File: config.mk
export PLATFORM = sky130hd
export DESIGN_NAME = fam_rem
export DESIGN_NICKNAME = d
export VERILOG_FILES = /design/src/rtl/fam_pkg.sv /design/src/rtl/fam_rem.sv
export SDC_FILE = /design/constraint.sdc
export NUM_CORES = 1
export LEC_CHECK = 0
export ABC_AREA = 1
export BUFFER_PORTS_ARGS = -buffer_cell sky130_fd_sc_hd__clkbuf_2
export CORE_MARGIN = 10
export CORE_UTILIZATION = 50
export DETAILED_ROUTE_END_ITERATION = 10
export GPL_TIMING_DRIVEN = 0
export HOLD_SLACK_MARGIN = 0.12
export PLACE_DENSITY = 0.79
export SETUP_SLACK_MARGIN = 0.3
export SLEW_MARGIN = 10
export SYNTH_ARGS = -nofsm -noshare
export SYNTH_HDL_FRONTEND = slang
export SYNTH_SLANG_ARGS = --single-unit
File: constraint.sdc
create_clock -name clk -period 2.3 [get_ports clk]
set_input_delay 0.23 -clock clk [delete_from_list [all_inputs] [get_ports clk]]
set_output_delay 0.23 -clock clk [all_outputs]
set_load 0.01 [all_outputs]
File: src/rtl/fam_pkg.sv
// ---------------------------------------------------------------------------
// fam_pkg
// Shared sizes and codes of the flash array model.
// ---------------------------------------------------------------------------
package fam_pkg;

  localparam int ARRAY_BYTES = 65536;
  localparam int ADDR_W      = $clog2(ARRAY_BYTES);
  localparam int OFS_W       = 17;
  localparam int SUM_W       = OFS_W + 1;
  localparam int CNT_W       = $clog2(OFS_W + 1);

  localparam logic [7:0] ERASED_AT_RESET = 8'hFF;

  // command codes
  localparam logic [2:0] CMD_PROGRAM = 3'd0;
  localparam logic [2:0] CMD_READ    = 3'd1;
  localparam logic [2:0] CMD_ERASE   = 3'd2;
  localparam logic [2:0] CMD_VERIFY  = 3'd3;
  localparam logic [2:0] CMD_BLANK   = 3'd4;
  localparam logic [2:0] CMD_LOCK    = 3'd5;
  localparam logic [2:0] CMD_UNLOCK  = 3'd6;
  localparam logic [2:0] CMD_DATA    = 3'd7;

  // status codes
  localparam logic [2:0] ST_OK          = 3'd0;
  localparam logic [2:0] ST_BADARGS     = 3'd1;
  localparam logic [2:0] ST_NOTBLANK    = 3'd2;
  localparam logic [2:0] ST_LOCKED      = 3'd3;
  localparam logic [2:0] ST_NOTVERIFIED = 3'd4;
  localparam logic [2:0] ST_NOOP        = 3'd5;

  // register indexes (paddr[3:2])
  localparam logic [1:0] REG_MEM_BYTES    = 2'd0;
  localparam logic [1:0] REG_SECTOR_BYTES = 2'd1;
  localparam logic [1:0] REG_PAGE_BYTES   = 2'd2;
  localparam logic [1:0] REG_ERASED_VALUE = 2'd3;

endpackage

File: src/rtl/fam_rem.sv
// ---------------------------------------------------------------------------
// fam_rem
// Restoring remainder unit: one dividend bit per cycle, over all OFS_W dividend bits.
// ---------------------------------------------------------------------------
module fam_rem (
  input  logic                      clk,
  input  logic                      rst_n,
  input  logic                      go,
  input  logic [fam_pkg::OFS_W-1:0] dividend,
  input  logic [fam_pkg::OFS_W-1:0] divisor,
  output logic                      done,
  output logic [fam_pkg::OFS_W-1:0] rem
);

  localparam logic [fam_pkg::CNT_W-1:0] LAST_STEP = fam_pkg::CNT_W'(fam_pkg::OFS_W - 1);

  logic                        run_r, run_nxt;
  logic                        done_r, done_nxt;
  logic [fam_pkg::CNT_W-1:0]   cnt_r, cnt_nxt;
  logic [fam_pkg::OFS_W-1:0]   rem_r, rem_nxt;
  logic [fam_pkg::OFS_W-1:0]   dvd_r, dvd_nxt;
  logic [fam_pkg::OFS_W-1:0]   sor_r, sor_nxt;
  logic [fam_pkg::SUM_W-1:0]   trial;

  always_comb begin
    run_nxt  = run_r;
    done_nxt = 1'b0;
    cnt_nxt  = cnt_r;
    rem_nxt  = rem_r;
    dvd_nxt  = dvd_r;
    sor_nxt  = sor_r;
    trial    = {rem_r, dvd_r[fam_pkg::OFS_W-1]};
    if (go) begin
      run_nxt = 1'b1;
      cnt_nxt = '0;
      rem_nxt = '0;
      dvd_nxt = dividend;
      sor_nxt = divisor;
    end else if (run_r) begin
      if (trial >= {1'b0, sor_r}) begin
        rem_nxt = fam_pkg::OFS_W'(trial - {1'b0, sor_r});
      end else begin
        rem_nxt = trial[fam_pkg::OFS_W-1:0];
      end
      dvd_nxt = {dvd_r[fam_pkg::OFS_W-2:0], 1'b0};
      cnt_nxt = cnt_r + 1'b1;
      if (cnt_r == LAST_STEP) begin
        run_nxt  = 1'b0;
        done_nxt = 1'b1;
      end
    end
  end

  always_ff @(posedge clk) begin
    if (!rst_n) begin
      run_r  <= 1'b0;
      done_r <= 1'b0;
      cnt_r  <= '0;
    end else begin
      run_r  <= run_nxt;
      done_r <= done_nxt;
      cnt_r  <= cnt_nxt;
    end
    rem_r <= rem_nxt;
    dvd_r <= dvd_nxt;
    sor_r <= sor_nxt;
  end

  assign done = done_r;
  assign rem  = rem_r;

endmodule

==> results.yml, run 1 <==
finish:
  antenna_cells: 0
  area_delta_synth_final_pct: 31.7
  layout-drive-gt1-share_pct: 27.1
  finalNetCount: 628
timing:
  rsz0062_at_grt: "yes"
  finalWorstSetupSlack_ns: 0.357
  max_slew.worst_pin.slew_ns: 0.570
  max_freq_ghz: 0.515
  setup_violations: 0
  layout_min_cycle_time_ns: 1.94
  relSlewSlack_pct: 62.0
  setup_tns_ns: 0
  finalMaxSlewViolations: 0
  finalClockSkew_ns: 0.0111
  hold_viol: 0
  fin_crit_sh_pct: 84.5
  holdWs_ns: 0.155
floorplanning:
  fp-row-count: 30
  io_pins: 55
  core_area_sq_mm: 0.00687
  die_h_microns: 105
  die-width_microns: 105
  start_util_pct: 52.2
  die_area_sq_mm: 0.0110
clock_network:
  clk_pin_slew_ns: 0.07
  cts_buffers: 9
  clk_path_buf_depth: 2
  cts_sinks: 58
  clkLatencyLatePin_ns: 0.34
  cts-root-buf: "clkbuf_8"
  cts_max_level: 3
  cts_tree: "built"
critical_path:
  critical_path_class: "reg2reg"
  rrSetupSlack_ns: 0.36
  cp-start-kind: "flip-flop"
  worstPathArrival_ns: 2.18
  crit_path_end_kind: "flip-flop"
  r2r-end: "rem[16]"
  critical_path_required_ns: 2.53
  worst_r2r_path_depth: 12
  path_max_fanout: 7
  worstReg2RegStart: "rem[15]"
power:
  powerDensity_mw_per_mm2: 527
  peakVddDrop_uv: 483
  leakage_nw: 2.38
logic_synthesis:
  postSynthAreaPerCell_sq_um: 7.48
  yosys_warnings: 0
  yosysSeqAreaShare_pct: 41.9
  synth_area_sq_mm: 0.00358
  synthFlopType: "edfxtp_1"
  synth.distinct_cells: 37
  synthArstFlopShare_pct: 0
  synth_seq_cells: 58
  syn_inst: 479
  synth_edf_count: 34
  syn_nets: 536
place:
  place_congestion: 0.924
  io_buffers: 54
  dpl.hpwl_microns: 6570
  pre_cts_ws_ns: 0.118
flow_run:
  drv_cap: 0
global_routing:
  antenna_found_initial: 0
  grt_pass1_wl_microns: 14800
  overflow: 0
  grt_pass1_vias: 3218
  grt_use_total_pct: 16.1
  grt_max_degree: 26
outcome:
  status: "completed"
min_path:
  whs_endpoint: "dvd_r[0]"
  hp-start: "dividend[0]"
  holdPathStages: 3
  hp-class: "in2reg"
detailed_routing:
  firstDrtPassIters: 5
  via_count: 3299
  wl_per_cell_microns: 13.8
  drtIter0Drc: 177
  vias_per_cell: 4.91
  ant_nets: 0
  finalWirelength_microns: 9290
  drc: 0
state kept, by name (all words and copies together), names as in the netlist:
signal and flops:
run_r 1, done 1, dvd_r 17, sor_r 17, cnt_r 5, rem 17
layout by cell type (no fill, tap or decap), drive strengths merged, types with 2 or more instances in the layout:
| cell | netlist | layout |
|---|---|---|
| nand2 | 182 | 182 |
| clkbuf | 3 | 69 |
| nand4 | 3 | 3 |
| edfxtp | 34 | 34 |
| a21oi | 12 | 12 |
| inv | 88 | 88 |
| nor2 | 22 | 22 |
| ha | 19 | 19 |
| dfxtp | 24 | 24 |
| xor2 | 2 | 2 |
| nand3 | 49 | 49 |
| xnor2 | 5 | 5 |
| nand3b | 6 | 6 |
| o21ai | 8 | 8 |
| clkinv | 1 | 4 |
| dlygate4sd3 | 0 | 17 |
| nor3 | 6 | 6 |
| buf | 6 | 15 |
area by class of cell:
cell class,count,area (sq um)
tap,96,120
inverter,89,334
clock inverter,5,56.3
multi-input combinational,323,1960
sequential,58,1500
clock buffer,11,131
timing repair buffer,81,541
buffer,9,77.6
fill,567,2150
metal layers:
layer  up-vias  part of all wire, %  track usage [%]  wire (microns)
met4         0                  1.6             5.10             150
met5         -                    0                0               0
met1      1478                   43             20.0            3960
li1       1691                    -                -               -
met2       114                   49             26.4            4520
met3        16                  7.1             4.79             660
logic make-up after synthesis:
group / synth area share (%)
flip-flops: 41.9
AO/OA/AOI/OAI: 3.70
adder cells (fa/ha/maj): 7.19
XOR/XNOR: 1.71
buffers and inverters: 11.0
AND/OR/NAND/NOR: 34.5
how the worst max path moves through the flow:
| stage | start | end | depth (start not counted) |
|---|---|---|---|
| floorplan | dvd_r[16] | rem[2] | 11 |
| global placement | dvd_r[16] | rem[11] | 11 |
| detailed placement | dvd_r[16] | rem[11] | 11 |
| CTS | sor_r[9] | rem[15] | 12 |
| global route | sor_r[13] | rem[11] | 13 |
| finish | rem[15] | rem[16] | 12 |
power by group:
| part | internal (W) | leakage, nW | switching [W] | total [W] |
|---|---|---|---|---|
| Combinational | 0.000157 | 1.75 | 0.000219 | 0.000376 |
| Sequential | 0.00117 | 0.536 | 0.0000213 | 0.00119 |
| Clock | 0.000499 | 0.0933 | 0.000425 | 0.000924 |
| Total | 0.00182 | 2.38 | 0.000665 | 0.00249 |
metrics by stage:
stage	utilization [%]	area [sq um]	std cells	total power, W
floorplan	-	3580	479	0.00140
global placement	57.9	3980	629	0.00149
detailed placement	57.9	3980	629	0.00150
CTS	63.6	4370	665	0.00244
global route	68.7	4720	672	0.00260
finish	68.7	4720	672	0.00249
cells in the mapped netlist, types with 3 or more instances:
master      n  share of area (%)
edfxtp_1   34                 28
xnor2_1     5                1.2
nand4_1     3               0.52
nand3_2     9                2.5
nor2_2      4               0.70
nand3_1    40                5.6
nand2_1   173                 18
ha_1       19                6.6
nor3_1      5               0.70
nand2_2     7                1.2
o21ai_0     7               0.98
inv_2       4               0.42
inv_1      84                8.8
clkbuf_1    3               0.31
dfxtp_1    24                 13
nor2_1     17                1.8
nand3b_1    6                1.3
a21oi_1    12                1.7
timing repair:
| action | 4_1_cts | 5_1_grt |
|---|---|---|
| hold endpoints to repair | 17 | 0 |
| pin swaps | 2 | 19 |
| setup endpoints to repair | 12 | 17 |
| cloned | 0 | 1 |
| gates resized for setup | 5 | 62 |
| hold buffers | 17 | 0 |
| buffers inserted | 3 | 6 |
worst max-delay path: stages (launching register included):
cell       delay, ns
dfxtp_1         0.36
ha_4            0.29
inv_2           0.04
nor2_1          0.16
nand2_1         0.10
buf_4           0.15
nor2_2          0.14
nand2_4         0.12
nand2_8         0.12
clkbuf_16       0.16
nand3_2         0.07
nand3_2         0.06
nand2_1         0.06
Note: power is estimated with default switching activity, not from simulation.
==> inputs of run 2 (changes only) <==
--- a/config.mk
+++ b/config.mk
@@ -12,7 +12,7 @@
 export DETAILED_ROUTE_END_ITERATION = 10
 export GPL_TIMING_DRIVEN = 0
 export HOLD_SLACK_MARGIN = 0.12
-export PLACE_DENSITY = 0.79
+export PLACE_DENSITY = 0.81
 export SETUP_SLACK_MARGIN = 0.3
 export SLEW_MARGIN = 10
 export SYNTH_ARGS = -nofsm -noshare
==> constraint.sdc (replaced) <==
create_clock -name clk -period 1.6 [get_ports clk]
set_input_delay 0.16 -clock clk [delete_from_list [all_inputs] [get_ports clk]]
set_output_delay 0.16 -clock clk [all_outputs]
set_load 0.01 [all_outputs]
==> results.yml, run 2 (synthesis results as in run 1) <==
power:
  power_w: 0.00401
  peakVddDrop_uv: 696
  leakage_nw: 2.57
  powerDensity_mw_per_mm2: 775
floorplanning:
  core_area_sq_mm: 0.00687
  die_area_sq_mm: 0.0110
  die-width_microns: 105
  die_h_microns: 105
  fp-row-count: 30
  start_util_pct: 52.2
  io_pins: 55
timing:
  max_slew.worst_pin.slew_ns: 0.699
  relSlewSlack_pct: 53.2
  max_freq_ghz: 0.499
  hold_viol: 0
  rsz0062_at_grt: "yes"
  finalMaxSlewViolations: 0
  setup_tns_ns: -5.95
  finalWorstSetupSlack_ns: -0.405
  fin_crit_sh_pct: 125
  finalClockSkew_ns: 0.0113
  layout_min_cycle_time_ns: 2.01
  setup_violations: 17
clock_network:
  cts_max_level: 3
  clk_path_buf_depth: 2
  cts-root-buf: "clkbuf_8"
  clk_pin_slew_ns: 0.07
  clkLatencyLatePin_ns: 0.35
  cts_buffers: 9
  cts_tree: "built"
  cts_sinks: 58
place:
  dpl.hpwl_microns: 6720
  dp_cells: 629
  io_buffers: 54
  place_congestion: 0.946
critical_path:
  crit_path_end_kind: "flip-flop"
  cp-start-kind: "flip-flop"
  worstPathArrival_ns: 2.29
  critical_path_class: "reg2reg"
  path_max_fanout: 5
  critical_path_required_ns: 1.89
global_routing:
  overflow: 0
  grt_pass1_vias: 3734
  antenna_found_initial: 0
  grt_pass1_wl_microns: 17700
  grt_max_degree: 26
  grt_use_total_pct: 19.4
finish:
  fillers: 502
  regArea_sq_mm: 0.00150
  mostFrequentLayoutCells: "150 x nand2_1, 72 x inv_1, 54 x clkbuf_2, 34 x edfxtp_1, 34 x dlygate4sd3_1"
  final_cells: 705
  mostFrequentLayoutCell: "nand2_1"
  final_util_pct: 75.4
  area_delta_synth_final_pct: 44.4
  multi_input_area_sq_mm: 0.00204
  antenna_cells: 0
  layout-drive-gt1-share_pct: 32.0
  finalNetCount: 661
detailed_routing:
  drtIter0Drc: 275
  wl_per_cell_microns: 15.4
  drc: 0
  firstDrtPassIters: 5
  finalWirelength_microns: 10900
  via_count: 3594
  ant_nets: 0
  vias_per_cell: 5.10
flow_run:
  drv_cap: 0
outcome:
  status: "complete, but fails checks"
  violations: "negative setup slack"
min_path:
  hp-class: "in2reg"
run 2: per-stage QoR:
stage                     area [sq um]  hold WS [ns]  setup slack [ns]
after floorplan                   3690         0.259            -0.141
after global placement            4080         0.337            -0.412
after detailed placement          4080         0.339            -0.434
after CTS                         5100         0.132            -0.310
after global routing              5180         0.133            -0.478
final                             5180         0.140            -0.405
run 2: final timing paths:
check	endpoint	slack, ns	startpoint	cells past startpoint
setup / recovery	rem[2]	-0.41	dvd_r[16]	13
hold / removal	dvd_r[16]	0.14	dividend[16]	3
setup reg to reg	rem[2]	-0.41	dvd_r[16]	13
hold reg to reg	rem[1]	0.49	rem[1]	2
run 2: repair_timing:
| action | 4_1_cts | 5_1_grt |
|---|---|---|
| endpoints found under the hold margin | 34 | 0 |
| pin swaps | 18 | 9 |
| endpoints found under the setup margin | 46 | 17 |
| resized for setup | 66 | 15 |
| gates cloned | 1 | 0 |
| buffers inserted | 21 | 4 |
| hold buffers | 34 | 0 |
run 2: critical path, cell delays in order (launching register included):
cell	delay (ns)
edfxtp_1	0.38
inv_2	0.09
ha_4	0.14
inv_4	0.04
fa_2	0.39
nand3_2	0.10
nand3_2	0.11
nand2_4	0.14
nand2_4	0.09
buf_12	0.15
buf_12	0.14
nand2_4	0.05
nand3_2	0.08
o21ai_2	0.07
run 2: final cells by class:
class / instances / area share [%]
repair buffers: 114 / 16.6
multi-input cells: 323 / 39.4
clock inverters: 6 / 2.05
flip-flops and latches: 58 / 29.0
well taps: 96 / 2.32
inverters: 89 / 6.55
clock buffers: 10 / 2.46
plain buffers: 9 / 1.52
run 2: routing by layer:
layer  global-route usage (%)  part of all wire (%)  up-vias
met2                     33.3                    49      152
met4                     6.86                   2.5        0
met5                        0                     0        -
li1                         -                     -     1762
met1                     22.4                    41     1651
met3                     5.65                   7.6       29
run 2: where the power goes:
group | leakage, nW | internal [W] | total, W | switching (W)
logic | 1.91 | 0.000294 | 0.000652 | 0.000358
clock network | 0.116 | 0.00103 | 0.00165 | 0.000621
registers | 0.536 | 0.00168 | 0.00171 | 0.0000341
total | 2.57 | 0.00300 | 0.00401 | 0.00101
==> inputs of run 3 (changes only) <==
--- a/config.mk
+++ b/config.mk
@@ -11,8 +11,7 @@
 export CORE_UTILIZATION = 50
 export DETAILED_ROUTE_END_ITERATION = 10
 export GPL_TIMING_DRIVEN = 0
-export HOLD_SLACK_MARGIN = 0.12
-export PLACE_DENSITY = 0.81
+export PLACE_DENSITY = 0.74
 export SETUP_SLACK_MARGIN = 0.3
 export SLEW_MARGIN = 10
 export SYNTH_ARGS = -nofsm -noshare
==> results.yml, run 3 (synthesis results as in run 1) <==
outcome:
  status: "complete, but fails checks"
  violations: "negative setup slack"
timing:
  layout_min_cycle_time_ns: 1.99
  finalWorstSetupSlack_ns: -0.388
  finalMaxSlewViolations: 0
  rsz0062_at_grt: "yes"
  holdWs_ns: 0.0686
  relSlewSlack_pct: 51.5
  max_freq_ghz: 0.503
  max_slew.worst_pin.slew_ns: 0.725
  setup_violations: 17
  finalClockSkew_ns: 0.0121
  hold_viol: 0
  fin_crit_sh_pct: 124
finish:
  antenna_cells: 0
  finalNetCount: 652
  final_area_sq_mm: 0.00512
  final_util_pct: 74.5
  mostFrequentLayoutCells: "154 x nand2_1, 72 x inv_1, 53 x clkbuf_2, 34 x edfxtp_1, 33 x nand3_1"
  layout-drive-gt1-share_pct: 34.0
  area_delta_synth_final_pct: 42.8
  mostFrequentLayoutCell: "nand2_1"
global_routing:
  grt_pass1_wl_microns: 16800
  grt_use_total_pct: 18.4
  grt_pass1_vias: 3672
  overflow: 0
  grt_max_degree: 26
  antenna_found_initial: 0
critical_path:
  path_max_fanout: 6
  cp-start-kind: "flip-flop"
  rrSetupSlack_ns: -0.39
  worstPathArrival_ns: 2.26
  crit_start: "dvd_r[16]"
  critical_path_required_ns: 1.87
  worstReg2RegStart: "dvd_r[16]"
  critical_path_class: "reg2reg"
  crit_path_end_kind: "flip-flop"
floorplanning:
  die_h_microns: 105
  core_area_sq_mm: 0.00687
  die-width_microns: 105
  start_util_pct: 52.2
  io_pins: 55
  fp-row-count: 30
  die_area_sq_mm: 0.0110
clock_network:
  cts_buffers: 9
  cts_tree: "built"
  cts_max_level: 3
  cts_sinks: 58
  clkLatencyLatePin_ns: 0.35
  cts-root-buf: "clkbuf_8"
  clk_path_buf_depth: 2
  clk_pin_slew_ns: 0.08
detailed_routing:
  vias_per_cell: 5.13
  drtIter0Drc: 180
  wl_per_cell_microns: 14.8
  firstDrtPassIters: 5
  via_count: 3572
  ant_nets: 0
  drc: 0
  finalWirelength_microns: 10300
place:
  dpl.hpwl_microns: 6470
  placed_area_sq_mm: 0.00408
  io_buffers: 54
  place_congestion: 0.930
min_path:
  hp-start: "rst_n"
  hp-class: "in2reg"
power:
  powerDensity_mw_per_mm2: 700
  leakage_nw: 2.53
  peakVddDrop_uv: 643
flow_run:
  drv_cap: 0
## run 3: cell types whose count changed in the layout (fill, tap and decap cells not counted), sizes merged
cell         before  now
buf              32   40
clkbuf           67   65
dlygate4sd3      34   17
clkinvlp          0    3
nand2           182  183
bufinv            3    0
inv              88   89
## run 3: path summary, 6_finish.rpt
| path | to | cells after the start |
|---|---|---|
| max | rem[3] | 13 |
| min | run_r | 3 |
| max reg2reg | rem[3] | 13 |
| min reg2reg | rem[1] | 2 |
## run 3: where the power goes
group	internal, W	switching [W]
combinational	0.000278	0.000366
clock	0.000567	0.000656
sequential	0.00168	0.0000346
total	0.00253	0.00106
## run 3: per-stage QoR
step	total power (W)	setup TNS, ns	std cells	worst slack (ns)
2_1_floorplan	0.00204	-1.58	479	-0.141
3_3_place_gp	0.00217	-12.61	629	-0.404
3_5_place_dp	0.00218	-14.48	629	-0.426
4_1_cts	0.00355	-5.00	690	-0.344
5_1_grt	0.00375	-7.66	696	-0.496
6_report	0.00358	-5.87	696	-0.388
## run 3: per-layer routing
metal | GRT usage (%) | part of all wire [%] | wire length (microns) | up-vias
li1 | - | - | - | 1741
met1 | 20.9 | 41 | 4170 | 1656
met2 | 31.0 | 50 | 5170 | 147
met3 | 5.77 | 6.8 | 701 | 28
met4 | 8.14 | 2.3 | 233 | 0
met5 | 0 | 0 | 0 | -
## run 3: worst max-delay path: stages (launching register included)
cell      delay (ns)
edfxtp_1        0.40
inv_2           0.10
ha_4            0.14
inv_4           0.03
fa_2            0.36
nand3_2         0.11
nand3_4         0.10
nand2_8         0.13
nand2_8         0.08
buf_12          0.13
buf_4           0.13
nand2_4         0.05
nand3_2         0.06
o21ai_2         0.08
## run 3: final cells by class
class | instances | area, sq um
clock buffers | 9 | 124
plain buffers | 9 | 77.6
well taps | 96 | 120
clock inverters | 7 | 53.8
inverters | 89 | 342
fillers | 486 | 1750
multi-input cells | 324 | 2120
repair buffers | 104 | 781
flip-flops and latches | 58 | 1500
## run 3: what timing repair did
action,4_1_cts,5_1_grt
hold buffers,17,0
setup buffers,25,6
hold endpoints to repair,17,0
setup endpoints to repair,46,44
pin swaps,24,8
cloned,3,0
resized for setup,64,27
